## config.mk

```make
export PLATFORM = sky130hd
export DESIGN_NAME = keyframe_linear_decimator_flat
export DESIGN_NICKNAME = d
export VERILOG_FILES = /design/src/rtl/core/kld_pkg.sv /design/src/rtl/core/kld_intf.sv /design/src/rtl/core/kld_front.sv /design/src/rtl/core/kld_queue.sv /design/src/rtl/core/kld_back.sv /design/src/rtl/core/keyframe_linear_decimator.sv /design/src/flat_wrapper.sv
export VERILOG_INCLUDE_DIRS = /design/src /design/src/rtl/core
export SDC_FILE = /design/constraint.sdc
export NUM_CORES = 2
export LEC_CHECK = 0
export ABC_AREA = 0
export ABC_CLOCK_PERIOD_IN_PS = 25500
export BUFFER_PORTS_ARGS = -buffer_cell sky130_fd_sc_hd__clkbuf_2
export CORE_MARGIN = 1
export CORE_UTILIZATION = 57
export CTS_CLUSTER_SIZE = 16
export DETAILED_ROUTE_END_ITERATION = 12
export PLACE_DENSITY = 0.73
export SYNTH_ARGS = -nofsm -noshare
export SYNTH_HDL_FRONTEND = slang
export SYNTH_SLANG_ARGS = --single-unit
```

## constraint.sdc

```tcl
create_clock -name i_clk -period 25.5 [get_ports i_clk]
set_clock_uncertainty 0.15 [all_clocks]
set_input_delay 3.825 -clock i_clk [delete_from_list [all_inputs] [get_ports i_clk]]
set_output_delay 3.825 -clock i_clk [all_outputs]
set_load 0.01 [all_outputs]
```

## src/rtl/core/keyframe_linear_decimator_defines.svh

```systemverilog
// Assertion macros for the keyframe linear decimator.
// Included by the RTL files that carry concurrent checks; no dependencies.
`ifndef KEYFRAME_LINEAR_DECIMATOR_DEFINES_SVH
`define KEYFRAME_LINEAR_DECIMATOR_DEFINES_SVH

// same-cycle implication, disabled while reset is asserted
`define KLD_ASSERT_HOLDS(label, clk, rst_n, ante, cons) \
    label: assert property (@(posedge clk) disable iff (!rst_n) (ante) |-> (cons)) \
        else $error("keyframe decimator check failed");

// next-cycle implication, disabled while reset is asserted
`define KLD_ASSERT_NEXT(label, clk, rst_n, ante, cons) \
    label: assert property (@(posedge clk) disable iff (!rst_n) (ante) |=> (cons)) \
        else $error("keyframe decimator check failed");

`endif

```

## src/rtl/core/kld_pkg.sv

```systemverilog
// Shared widths, constants and the queue entry type of the keyframe decimator.
// No dependencies.
package kld_pkg;

    localparam int TIME_W = 24;
    localparam int WORD_W = 32;
    localparam int TOL_W  = 31;

    localparam logic [TOL_W-1:0] TOL_RESET = 31'd66;

    localparam int KLD_QUEUE_DEPTH = 2;

    typedef struct packed {
        logic [TIME_W-1:0] key_time;
        logic [WORD_W-1:0] key_value;
        logic [WORD_W-1:0] in_slope;
        logic [WORD_W-1:0] out_slope;
        logic              final_key;
        logic              first_key;  // first key of a curve
    } t_entry;

endpackage

```

## src/rtl/core/kld_intf.sv

```systemverilog
// Channel interfaces of the keyframe decimator: key input, kept output, config.
// Depends on kld_pkg.
interface kld_key_if;
    import kld_pkg::*;
    logic              valid;
    logic              ready;
    logic [TIME_W-1:0] key_time;
    logic [WORD_W-1:0] key_value;
    logic [WORD_W-1:0] in_slope;
    logic [WORD_W-1:0] out_slope;
    logic              final_key;
    modport source(output valid, key_time, key_value, in_slope, out_slope, final_key,
                   input ready);
    modport sink(input valid, key_time, key_value, in_slope, out_slope, final_key,
                 output ready);
endinterface

interface kld_kept_if;
    import kld_pkg::*;
    logic              valid;
    logic              ready;
    logic [TIME_W-1:0] kept_time;
    logic [WORD_W-1:0] kept_value;
    logic [WORD_W-1:0] kept_in_slope;
    logic [WORD_W-1:0] kept_out_slope;
    logic              is_last;
    modport source(output valid, kept_time, kept_value, kept_in_slope, kept_out_slope,
                   is_last, input ready);
    modport sink(input valid, kept_time, kept_value, kept_in_slope, kept_out_slope,
                 is_last, output ready);
endinterface

interface kld_cfg_if;
    import kld_pkg::*;
    logic             valid;
    logic             ready;
    logic [TOL_W-1:0] error_tolerance;
    modport source(output valid, error_tolerance, input ready);
    modport sink(input valid, error_tolerance, output ready);
endinterface

```

## src/rtl/core/kld_front.sv

```systemverilog
// Front end: accepts key beats, tags the first key of each curve, pushes to the queue.
// Depends on kld_pkg and kld_intf.
module kld_front (
    input  logic            i_clk,
    input  logic            i_rst_n,
    kld_key_if.sink         i_key,
    input  logic            i_full,
    output logic            o_push,
    output kld_pkg::t_entry o_entry
);
    import kld_pkg::*;

    logic r_started;

    assign i_key.ready = !i_full;
    assign o_push      = i_key.valid && !i_full;

    always_comb begin
        o_entry.key_time  = i_key.key_time;
        o_entry.key_value = i_key.key_value;
        o_entry.in_slope  = i_key.in_slope;
        o_entry.out_slope = i_key.out_slope;
        o_entry.final_key = i_key.final_key;
        o_entry.first_key = !r_started;
    end

    // a curve is open from its first key until its final key
    always_ff @(posedge i_clk) begin
        if (!i_rst_n) begin
            r_started <= 1'b0;
        end else if (o_push) begin
            r_started <= !i_key.final_key;
        end
    end

endmodule

```

## src/rtl/core/kld_queue.sv

```systemverilog
// Small FIFO of classified keys between the front end and the back end.
// Depends on kld_pkg.
module kld_queue #(
    parameter int DEPTH = kld_pkg::KLD_QUEUE_DEPTH
) (
    input  logic            i_clk,
    input  logic            i_rst_n,
    input  logic            i_push,
    input  kld_pkg::t_entry i_entry,
    output logic            o_full,
    input  logic            i_pop,
    output logic            o_valid,
    output kld_pkg::t_entry o_head
);
    import kld_pkg::*;

    localparam int AW = (DEPTH > 1) ? $clog2(DEPTH) : 1;
    localparam int CW = $clog2(DEPTH + 1);

    t_entry          r_mem [DEPTH];
    logic [AW-1:0]   r_wr_ptr;
    logic [AW-1:0]   r_rd_ptr;
    logic [CW-1:0]   r_count;
    logic [AW-1:0]   n_wr_ptr;
    logic [AW-1:0]   n_rd_ptr;

    assign o_full  = (r_count == CW'(DEPTH));
    assign o_valid = (r_count != '0);
    assign o_head  = r_mem[r_rd_ptr];

    assign n_wr_ptr = (r_wr_ptr == AW'(DEPTH - 1)) ? '0 : r_wr_ptr + 1'b1;
    assign n_rd_ptr = (r_rd_ptr == AW'(DEPTH - 1)) ? '0 : r_rd_ptr + 1'b1;

    always_ff @(posedge i_clk) begin
        if (i_push) begin
            r_mem[r_wr_ptr] <= i_entry;
        end
    end

    always_ff @(posedge i_clk) begin
        if (!i_rst_n) begin
            r_wr_ptr <= '0;
            r_rd_ptr <= '0;
            r_count  <= '0;
        end else begin
            if (i_push) begin
                r_wr_ptr <= n_wr_ptr;
            end
            if (i_pop) begin
                r_rd_ptr <= n_rd_ptr;
            end
            if (i_push && !i_pop) begin
                r_count <= r_count + 1'b1;
            end else if (!i_push && i_pop) begin
                r_count <= r_count - 1'b1;
            end
        end
    end

endmodule

```

## src/rtl/core/kld_back.sv

```systemverilog
// Back end: judges the held key with one shared multiplier, owns the tolerance
// register and the output register. Depends on kld_pkg, kld_intf and the defines.
`include "keyframe_linear_decimator_defines.svh"

module kld_back (
    input  logic            i_clk,
    input  logic            i_rst_n,
    input  logic            i_head_valid,
    input  kld_pkg::t_entry i_head,
    output logic            o_pop,
    kld_cfg_if.sink         i_cfg,
    kld_kept_if.source      o_kept
);
    import kld_pkg::*;

    localparam logic [2:0] ST_IDLE = 3'd0;
    localparam logic [2:0] ST_MUL1 = 3'd1;
    localparam logic [2:0] ST_MUL2 = 3'd2;
    localparam logic [2:0] ST_MUL3 = 3'd3;
    localparam logic [2:0] ST_DEC  = 3'd4;
    localparam logic [2:0] ST_FIN  = 3'd5;

    logic [2:0]         r_state;
    logic [2:0]         n_state;
    logic [TOL_W-1:0]   r_tol;
    logic [TIME_W-1:0]  r_ref_time;
    logic [WORD_W-1:0]  r_ref_value;
    logic               r_held_valid;
    t_entry             r_held;
    t_entry             r_cur;

    logic signed [24:0] r_d;
    logic signed [24:0] r_dc;
    logic signed [32:0] r_dvc;
    logic signed [32:0] r_dvn;
    logic [TIME_W-1:0]  r_abs_d;
    logic signed [57:0] r_prod;
    logic signed [58:0] r_err;

    logic               r_out_valid;
    t_entry             r_out;
    logic               r_out_last;

    logic signed [24:0] w_d;
    logic signed [24:0] w_dc;
    logic signed [32:0] w_dvc;
    logic signed [32:0] w_dvn;
    logic signed [32:0] w_mul_a;
    logic signed [24:0] w_mul_b;
    logic signed [57:0] w_prod;
    logic signed [58:0] w_lim;
    logic               w_need;
    logic               w_out_free;
    logic               w_out_load;
    logic               w_out_last;
    logic               w_emit_held;
    logic               w_emit_cur;
    logic               w_take_direct;
    logic               w_hold_cur;

    assign i_cfg.ready = 1'b1;

    // differences against the reference, taken as the head is popped
    assign w_d   = $signed({1'b0, i_head.key_time}) - $signed({1'b0, r_ref_time});
    assign w_dc  = $signed({1'b0, r_held.key_time}) - $signed({1'b0, r_ref_time});
    assign w_dvc = $signed({r_held.key_value[WORD_W-1], r_held.key_value})
                 - $signed({r_ref_value[WORD_W-1], r_ref_value});
    assign w_dvn = $signed({i_head.key_value[WORD_W-1], i_head.key_value})
                 - $signed({r_ref_value[WORD_W-1], r_ref_value});

    // shared multiplier: dvc*d, then dvn*dc, then tol*|d|
    always_comb begin
        case (r_state)
            ST_MUL1: begin
                w_mul_a = r_dvc;
                w_mul_b = r_d;
            end
            ST_MUL2: begin
                w_mul_a = r_dvn;
                w_mul_b = r_dc;
            end
            default: begin
                w_mul_a = $signed({2'b00, r_tol});
                w_mul_b = $signed({1'b0, r_abs_d});
            end
        endcase
    end

    assign w_prod = w_mul_a * w_mul_b;

    // keep when |E| > tol*|D|, or when the span is zero
    assign w_lim  = {r_prod[57], r_prod};
    assign w_need = (r_d == '0) || (r_err > w_lim) || (r_err < -w_lim);

    assign w_out_free = !r_out_valid || o_kept.ready;

    always_comb begin
        n_state       = r_state;
        o_pop         = 1'b0;
        w_emit_held   = 1'b0;
        w_emit_cur    = 1'b0;
        w_take_direct = 1'b0;
        w_hold_cur    = 1'b0;
        case (r_state)
            ST_IDLE: begin
                if (i_head_valid) begin
                    o_pop = 1'b1;
                    if (i_head.first_key) begin
                        n_state = ST_FIN;
                    end else if (r_held_valid) begin
                        n_state = ST_MUL1;
                    end else if (i_head.final_key) begin
                        n_state = ST_FIN;
                    end else begin
                        w_take_direct = 1'b1;
                    end
                end
            end
            ST_MUL1: n_state = ST_MUL2;
            ST_MUL2: n_state = ST_MUL3;
            ST_MUL3: n_state = ST_DEC;
            ST_DEC: begin
                if (!w_need || w_out_free) begin
                    w_emit_held = w_need;
                    if (r_cur.final_key) begin
                        n_state = ST_FIN;
                    end else begin
                        w_hold_cur = 1'b1;
                        n_state    = ST_IDLE;
                    end
                end
            end
            ST_FIN: begin
                if (w_out_free) begin
                    w_emit_cur = 1'b1;
                    n_state    = ST_IDLE;
                end
            end
            default: n_state = ST_IDLE;
        endcase
    end

    assign w_out_load = w_emit_held || w_emit_cur;
    assign w_out_last = w_emit_cur && r_cur.final_key;

    always_ff @(posedge i_clk) begin
        if (!i_rst_n) begin
            r_state      <= ST_IDLE;
            r_tol        <= TOL_RESET;
            r_held_valid <= 1'b0;
            r_out_valid  <= 1'b0;
        end else begin
            r_state <= n_state;
            if (i_cfg.valid) begin
                r_tol <= i_cfg.error_tolerance;
            end
            if (w_take_direct || w_hold_cur) begin
                r_held_valid <= 1'b1;
            end else if (w_emit_cur) begin
                r_held_valid <= 1'b0;
            end
            if (w_out_load) begin
                r_out_valid <= 1'b1;
            end else if (o_kept.ready) begin
                r_out_valid <= 1'b0;
            end
        end
    end

    always_ff @(posedge i_clk) begin
        if (o_pop) begin
            r_cur <= i_head;
            r_d   <= w_d;
            r_dc  <= w_dc;
            r_dvc <= w_dvc;
            r_dvn <= w_dvn;
        end
        if (w_take_direct) begin
            r_held <= i_head;
        end else if (w_hold_cur) begin
            r_held <= r_cur;
        end
        if (w_emit_held) begin
            r_ref_time  <= r_held.key_time;
            r_ref_value <= r_held.key_value;
        end else if (w_emit_cur && r_cur.first_key && !r_cur.final_key) begin
            r_ref_time  <= r_cur.key_time;
            r_ref_value <= r_cur.key_value;
        end
        if (r_state == ST_MUL1) begin
            r_abs_d <= r_d[24] ? TIME_W'(-r_d) : r_d[TIME_W-1:0];
        end
        if (r_state == ST_MUL2) begin
            r_err <= {r_prod[57], r_prod};
        end else if (r_state == ST_MUL3) begin
            r_err <= r_err - {r_prod[57], r_prod};
        end
        if (r_state == ST_MUL1 || r_state == ST_MUL2 || r_state == ST_MUL3) begin
            r_prod <= w_prod;
        end
        if (w_out_load) begin
            r_out      <= w_emit_held ? r_held : r_cur;
            r_out_last <= w_out_last;
        end
    end

    assign o_kept.valid          = r_out_valid;
    assign o_kept.kept_time      = r_out.key_time;
    assign o_kept.kept_value     = r_out.key_value;
    assign o_kept.kept_in_slope  = r_out.in_slope;
    assign o_kept.kept_out_slope = r_out.out_slope;
    assign o_kept.is_last        = r_out_last;

    `KLD_ASSERT_HOLDS(a_pop_only_idle, i_clk, i_rst_n, o_pop, r_state == ST_IDLE)
    `KLD_ASSERT_HOLDS(a_load_states, i_clk, i_rst_n, w_out_load, (r_state == ST_DEC) || (r_state == ST_FIN))
    `KLD_ASSERT_NEXT(a_last_drops_held, i_clk, i_rst_n, w_out_load && w_out_last, !r_held_valid)
    `KLD_ASSERT_NEXT(a_mul_sequence, i_clk, i_rst_n, r_state == ST_MUL1, r_state == ST_MUL2)

endmodule

```

## src/rtl/core/keyframe_linear_decimator.sv

```systemverilog
// Channel    Dir  Modport        Payload
// i_key      in   kld_key_if     key_time, key_value, in_slope, out_slope, final_key
// o_kept     out  kld_kept_if    kept_time, kept_value, kept_in_slope, kept_out_slope, is_last
// i_cfg      in   kld_cfg_if     error_tolerance (always ready)
//
// A key judged against a held key passes the back-end states MUL1, MUL2, MUL3 and DEC (and FIN
// when it is final, whether or not the held key goes out): three passes through one shared 33x25
// multiplier, then the keep compare. Other keys go to FIN or are held directly. Synchronous
// active-low reset, no clearing pass. A QUEUE_DEPTH-entry queue lets the front accept
// beats while the back works; an output register lets the back run while a result waits.
// Depends on kld_pkg, kld_intf, kld_front, kld_queue and kld_back.
module keyframe_linear_decimator #(
    parameter int QUEUE_DEPTH = kld_pkg::KLD_QUEUE_DEPTH
) (
    input  logic       i_clk,
    input  logic       i_rst_n,
    kld_key_if.sink    i_key,
    kld_kept_if.source o_kept,
    kld_cfg_if.sink    i_cfg
);
    import kld_pkg::*;

    logic   w_push;
    logic   w_full;
    logic   w_pop;
    logic   w_head_valid;
    t_entry w_entry;
    t_entry w_head;

    kld_front u_front (
        .i_clk   (i_clk),
        .i_rst_n (i_rst_n),
        .i_key   (i_key),
        .i_full  (w_full),
        .o_push  (w_push),
        .o_entry (w_entry)
    );

    kld_queue #(
        .DEPTH (QUEUE_DEPTH)
    ) u_queue (
        .i_clk   (i_clk),
        .i_rst_n (i_rst_n),
        .i_push  (w_push),
        .i_entry (w_entry),
        .o_full  (w_full),
        .i_pop   (w_pop),
        .o_valid (w_head_valid),
        .o_head  (w_head)
    );

    kld_back u_back (
        .i_clk        (i_clk),
        .i_rst_n      (i_rst_n),
        .i_head_valid (w_head_valid),
        .i_head       (w_head),
        .o_pop        (w_pop),
        .i_cfg        (i_cfg),
        .o_kept       (o_kept)
    );

endmodule

```

## src/flat_wrapper.sv

```systemverilog
// flat-port wrapper written by rule: the top's interface ports become plain ports
module keyframe_linear_decimator_flat import kld_pkg::*;
#(
    parameter int QUEUE_DEPTH = kld_pkg::KLD_QUEUE_DEPTH
)
  (i_clk, i_rst_n, i_key_valid, i_key_key_time, i_key_key_value, i_key_in_slope, i_key_out_slope, i_key_final_key, i_key_ready, o_kept_valid, o_kept_kept_time, o_kept_kept_value, o_kept_kept_in_slope, o_kept_kept_out_slope, o_kept_is_last, o_kept_ready, i_cfg_valid, i_cfg_error_tolerance, i_cfg_ready);
  kld_key_if i_key_i ();
  kld_kept_if o_kept_i ();
  kld_cfg_if i_cfg_i ();
  input  logic i_clk;
  input  logic i_rst_n;
  input wire logic [$bits(i_key_i.valid)-1:0] i_key_valid;
  input wire logic [$bits(i_key_i.key_time)-1:0] i_key_key_time;
  input wire logic [$bits(i_key_i.key_value)-1:0] i_key_key_value;
  input wire logic [$bits(i_key_i.in_slope)-1:0] i_key_in_slope;
  input wire logic [$bits(i_key_i.out_slope)-1:0] i_key_out_slope;
  input wire logic [$bits(i_key_i.final_key)-1:0] i_key_final_key;
  output wire logic [$bits(i_key_i.ready)-1:0] i_key_ready;
  output wire logic [$bits(o_kept_i.valid)-1:0] o_kept_valid;
  output wire logic [$bits(o_kept_i.kept_time)-1:0] o_kept_kept_time;
  output wire logic [$bits(o_kept_i.kept_value)-1:0] o_kept_kept_value;
  output wire logic [$bits(o_kept_i.kept_in_slope)-1:0] o_kept_kept_in_slope;
  output wire logic [$bits(o_kept_i.kept_out_slope)-1:0] o_kept_kept_out_slope;
  output wire logic [$bits(o_kept_i.is_last)-1:0] o_kept_is_last;
  input wire logic [$bits(o_kept_i.ready)-1:0] o_kept_ready;
  input wire logic [$bits(i_cfg_i.valid)-1:0] i_cfg_valid;
  input wire logic [$bits(i_cfg_i.error_tolerance)-1:0] i_cfg_error_tolerance;
  output wire logic [$bits(i_cfg_i.ready)-1:0] i_cfg_ready;
  assign i_key_i.valid = i_key_valid;
  assign i_key_i.key_time = i_key_key_time;
  assign i_key_i.key_value = i_key_key_value;
  assign i_key_i.in_slope = i_key_in_slope;
  assign i_key_i.out_slope = i_key_out_slope;
  assign i_key_i.final_key = i_key_final_key;
  assign i_key_ready = i_key_i.ready;
  assign o_kept_valid = o_kept_i.valid;
  assign o_kept_kept_time = o_kept_i.kept_time;
  assign o_kept_kept_value = o_kept_i.kept_value;
  assign o_kept_kept_in_slope = o_kept_i.kept_in_slope;
  assign o_kept_kept_out_slope = o_kept_i.kept_out_slope;
  assign o_kept_is_last = o_kept_i.is_last;
  assign o_kept_i.ready = o_kept_ready;
  assign i_cfg_i.valid = i_cfg_valid;
  assign i_cfg_i.error_tolerance = i_cfg_error_tolerance;
  assign i_cfg_ready = i_cfg_i.ready;
  keyframe_linear_decimator #(.QUEUE_DEPTH(QUEUE_DEPTH)) u_core (.i_clk(i_clk), .i_rst_n(i_rst_n), .i_key(i_key_i), .o_kept(o_kept_i), .i_cfg(i_cfg_i));
endmodule
```

; ---- Word-level counts from Yosys, hierarchy flattened
; Memory sizes are Yosys's and may differ from the RTL's. A register that Yosys moved wholly into a read port is not among the register bits.
; Cells that the tools add are included.
[totals]
register_bits = 719
ram_bits = 244
inputBits = 157
output_inout_bits = 124
elab_cells = 137
memories = 1
[mem_list]
columns = name, words, width, rd, rd_clocked_by_memory_dff, write_ports, line_no
row1 = u_core.u_queue.r_mem, 2, 122, 1, 1, 1, kld_queue.sv:20  ; t_entry r_mem [DEPTH];
[classes]
n_addsub = 11
n_mul = 1
magnitude_cmp = 2
n_eq_ne = 10
mux = 46
reduce_logical = 32
[op_table]
columns = op, n
row1 = $mux 122, 3
row2 = $mux 59, 2
row3 = $mux 24, 3
row4 = $pmux 33 s2, 1
row5 = $sub 32x32->33, 2
row6 = $mux 32, 2
row7 = $gt 59x58->1, 1
row8 = $lt 59x59->1, 1
row9 = $neg 58->59, 1
row10 = $sub 59x59->59, 1
row11 = $mul 33x25->58, 1
row12 = $pmux 25 s2, 1
row13 = $sub 24x24->25, 2
row14 = $logic_not 25->1, 1
row15 = $mux 1, 24
row16 = $neg 24->24, 1
row17 = $mux 3, 7
row18 = $pmux 3 s6, 1
row19 = $reduce_bool 2->1, 7
row20 = $logic_not 1->1, 8
row21 = $logic_or 1x1->1, 8
row22 = $eq 3x2->1 const B, 2
row23 = $eq 3x3->1 const B, 2
row24 = $logic_and 1x1->1, 6
row25 = 10 further kinds, 14

; ---- Logic depth before layout (Yosys ltp)
[depth]
depth_word = 9
ltp_mapped = 37
depth_no_buf = 32

; ---- Cells and area by module
; From an unflattened synthesis, not the netlist that was laid out.
[hier_totals]
hier_cells = 7242
area_unflattened_um2 = 77475.6
[modules_own_cells]
columns = mod, n_inst, cells_each, area_per_inst_um2, seq_area_each_um2
row1 = kld_back, 1, 6713, 67150.7, 21020.2
row2 = kld_queue, 1, 402, 9357.7, 7427.1
row3 = kld_front, 1, 127, 967.2, 20.0

; ---- Least setup slack after synthesis
; Ideal clock, no wire load.
[synth_timing]
path_kind = register -> register
from = register u_core.u_back.r_state[0]
to = register u_core.u_back.r_held[100] (netlist name), enable pin
setup_time_ps = 501
t_arrival_ps = 16649
required_time_ps = 24849
path_slack_ps = 8200
path_stages_with_launch = 8
path_buffers = 3
period_less_slack_ps = 17300
path_cell_list = dfxtp_1 clkbuf_1 nor3_1 nor2b_1 nand2_1 clkbuf_1 clkbuf_1 nand3_1
[synth_via]
elab_chain_cells = 3
elab_cells_between_ends = 5
classes_between = eq/ne: 1 / mux: 2 / reduce/logical: 2
[synth_rtl]
columns = item, line_no
row1 = from (decl), kld_back.sv:23  ; logic [2:0] r_state;
row2 = from (signal assigned), kld_back.sv:153  ; r_state <= n_state;
row3 = $eq 3x3->1 / $logic_not 3->1 (equally long branches), kld_back.sv:104  ; case (r_state)
row4 = $mux 1, kld_back.sv:104
row5 = $reduce_bool 2->1 (no line) (*), -
row6 = to (signal assigned), kld_back.sv:179  ; r_held <= i_head;
row7 = to (signal assigned), kld_back.sv:181  ; r_held <= r_cur;
row8 = to (decl), kld_back.sv:29  ; t_entry r_held;
; Mark *: on every way between the ends. The rest lies on a longest branch, timed or not.
; A chain may end at the register's enable or synchronous reset.

; ---- Final worst setup path
[layout_timing]
from = register u_core.u_back.r_state[1]
to = register u_core.u_back.r_prod[55] (data pin)
[layout_via]
elab_chain_cells = 3
elab_cells_between_ends = 5
classes_between = mul: 1 / eq/ne: 2 / mux: 2
[layout_rtl]
columns = item, line_no
row1 = $eq 3x2->1 / $eq 3x1->1 (equally long branches), kld_back.sv:73  ; case (r_state)
row2 = $pmux 33 s2 / $pmux 25 s2 (equally long branches), kld_back.sv:73
row3 = $mul 33x25->58 (*), kld_back.sv:89  ; assign w_prod = w_mul_a * w_mul_b;
row4 = named net u_core.u_back.w_prod[55], kld_back.sv:50  ; logic signed [57:0] w_prod;
row5 = to (signal assigned), kld_back.sv:199  ; r_prod <= w_prod;
row6 = to (decl), kld_back.sv:37  ; logic signed [57:0] r_prod;
; The timed path passes the listed nets; every way through them passes the cells marked *.

==> reports/qor.txt <==
Status: complete, no violations
Routed len/inst: 21.6 um
Dpl cells: 8,397
Yosys warns: 0
Detail Placement HPWL: 141,000 um
Hold_ws: 0.337 ns
Clock Pin Slew Worst Setup and Hold Paths: 0.06 ns
Most frequent cells in the layout: 995 x inv_1, 920 x edfxtp_1, 847 x fa_1
Filler cells: 10,200
Period Utilization, post-route: 46.4%
Via count: 49,500
Skew-Pair Late Insertion Delay: 0.73 ns
CP dominant cell by count: fa_1
Async SR Flop Fraction: 0%
Setup CP Type: reg2reg
Post-Synth XOR/XNOR Area: 3.25%
Largest net degree at the start of global routing: 133
CTS tree: yes
Mapped Area: 0.0744 mm2
Area of the core: 0.129 mm2
Global route overflow: 0
Portion of netlist area occupied by mux cells: 5.87%
Die Wd: 363 um
Crit path required time: 25.78 ns
Gpl congestion: 1.01
Yosys cell types: 76
Inserted Clock Buffers: 98
Largest family of logic cells by synthesized area: adder cells
Number of synthesized flops with an enable pin: 920
Syn-to-layout area delta: 9.19%
Slew headroom: 3.56%
Reg2Reg Depth: 33
Row count: 132
Initial core utilization: 57.4%
Worst hold path cell count: 1
Max frequency: 84.5 MHz
CTS root buffer: clkbuf_16
CP Data Arrival Time: 12.11 ns
Initial antenna violation count: 4
Final Cell Area: 0.0812 mm2
CP Max Fanout: 64
Final hold violations: 0
Global-route wire length before repair: 290,000 um
Top cells by area, synth: edfxtp_1 37%, fa_1 23%, ha_1 6.5%, mux2_2 5.4%, inv_1 5.0%
Register area share after synthesis: 38.3%
Slowest-stage cell, CP: nor2b_4
Seq cells post-synth: 962
Commonest non-fill, non-tap cell in the layout: inv_1
Worst Max-Slew Pin Slew: 1.45 ns
CP endpoint kind: flip-flop
HP Class: reg2reg
Adder-cell share of the synthesized area: 29.3%
Post-DRT Antenna Nets: 0
Slew Limit Fails: 0
CP peak stage delay: 0.75 ns
Final #Nets: 8,148
Synthesized area per cell: 11.4 um2
IO Count: 281
Fin cells: 8,581
Post-CTS Setup Repair Bufs: 0
CTS sink cnt: 962
Setup repair after global routing missed its margin: no
Post-synth top area share: 37.1%
Number of global-route vias before repair: 51,400
Post-DP Area: 0.0780 mm2
Drt via density: 5.77
Die area: 0.132 mm2
Min Tclk post-route: 11.83 ns
Syn nets: 7,930
Post-synthesis compound-gate area fraction: 7.79%
Iteration-0 DRC Markers: 4,283
Simple-gate share of the synthesized area: 9.16%
Startpoint Class: flip-flop
Routed wire length: 185,000 um
TritonRoute pass-1 iters: 6
Primary FF master, synth: edfxtp_1
Setup_tns: 0 ns
Share of layout cells above drive strength 1: 13.5%
Max-cap viol count: 0
CTS max path bufs: 3
Port Buf Inserts: 279
# hold bufs at CTS: 0
Area leader, netlist: edfxtp_1
Die Span Y: 363 um
Final setup violating endpoints: 0
Global Route Usage Sum: 28.5%
H-tree level count: 3
Synth Instances: 6,537
Number of remaining DRC errors: 0
# resized after CTS: 0
## routing by layer
layer | track usage [%] | vias up | part of all wire (%)
met5 | 0.363 | - | 0.057
met4 | 9.74 | 8 | 3.5
met3 | 7.87 | 365 | 9.9
met2 | 44.6 | 2149 | 45
met1 | 38.4 | 24700 | 42
li1 | - | 22300 | -
## logic make-up (layout without fill, tap and decap cells)
kind of cell | Yosys count | count (layout)
mux | 392 | 392
xor+xnor | 276 | 276
simple gates | 1573 | 1573
buf+inv | 1245 | 1546
fa+ha+maj | 1236 | 1236
compound gates | 852 | 852
other cells | 1 | 2
flops | 962 | 962
## path summary, 6_finish.rpt
path	startpoint	end	slack, ns
hold reg to reg	u_core.u_front.r_started$_SDFFE_PN0P_	u_core.u_queue.r_mem[1][0]$_DFFE_PP_	0.34
setup reg to reg	u_core.u_back.r_state[1]$_SDFFE_PN0P_	u_core.u_back.r_prod[55]$_DFFE_PP_	13.67
hold / removal	u_core.u_front.r_started$_SDFFE_PN0P_	u_core.u_queue.r_mem[1][0]$_DFFE_PP_	0.34
setup / recovery	u_core.u_back.r_state[1]$_SDFFE_PN0P_	u_core.u_back.r_prod[55]$_DFFE_PP_	13.67
## area by class of cell
type / count / area [um2] / share of cell area [%]
clock inverters: 65 / 679 / 0.837
repair buffers: 367 / 2090 / 2.58
flip-flops and latches: 962 / 28500 / 35.1
clock buffers: 118 / 2570 / 3.16
multi-input cells: 4330 / 41500 / 51.1
well taps: 1742 / 2180 / 2.68
diodes: 1 / 2.50 / 0.00308
inverters: 996 / 3740 / 4.60
## cell usage after synthesis (11+ instances only)
| master | instances |
|---|---|
| nor2b_1 | 38 |
| nand4_1 | 36 |
| fa_1 | 847 |
| a31oi_1 | 16 |
| nand3_1 | 47 |
| a221o_1 | 53 |
| inv_1 | 995 |
| mux2_2 | 354 |
| o21bai_1 | 24 |
| o211ai_1 | 11 |
| o21a_1 | 46 |
| ha_1 | 389 |
| o21ai_0 | 142 |
| nor4_1 | 19 |
| and3_1 | 25 |
| a21o_1 | 127 |
| xnor2_1 | 210 |
| a221oi_1 | 48 |
| a21oi_1 | 226 |
| o31ai_1 | 19 |
| edfxtp_1 | 920 |
| nor2_1 | 644 |
| nor3_1 | 48 |
| and2_1 | 71 |
| buf_1 | 26 |
| o41ai_1 | 15 |
| nand2_1 | 538 |
| nand2b_1 | 49 |
| or2_2 | 13 |
| xor2_1 | 66 |
| clkbuf_1 | 212 |
| a211oi_1 | 28 |
| dfxtp_1 | 42 |
| or3_1 | 21 |
| mux2i_1 | 38 |
## worst max-delay path, delay by kind of cell, from the launching register on
family	cells	cell delay [ns]
XOR/XNOR	1	0.08
adder cells (fa/ha/maj)	8	3.75
buffers and inverters	8	1.61
AND/OR/NAND/NOR	6	2.02
AO/OA/AOI/OAI	10	3.44
flip-flops	1	0.42
## registers in the layout, summed over array words and instances, names as in the netlist, 2 cells and up, named ones only
name,flops
u_core.u_back.r_dvn,33
u_core.u_back.o_kept.kept_out_slope,32
u_core.u_back.o_kept.kept_value,32
u_core.u_back.r_held,120
u_core.u_back.o_kept.kept_in_slope,32
u_core.u_back.o_kept.kept_time,24
u_core.u_back.r_ref_value,32
u_core.u_back.r_dc,25
u_core.u_back.r_tol,31
u_core.u_queue.r_mem,244
u_core.u_back.r_dvc,33
u_core.u_back.r_cur,122
u_core.u_back.r_err,59
u_core.u_back.r_abs_d,24
u_core.u_back.r_ref_time,24
u_core.u_back.r_state,3
u_core.u_back.r_d,25
u_core.u_back.r_prod,58
u_core.u_queue.r_count,2
## stage by stage
step                utilization, %  worst slack, ns
global route                  62.7            13.05
CTS                           62.7            13.68
detailed placement            60.2            13.70
global placement              60.2            13.86
floorplan                        -             8.20
finish                        62.7            13.67
Power is not shown: default switching activity piles up to over one toggle a cycle in this logic, so the estimate is an artifact.
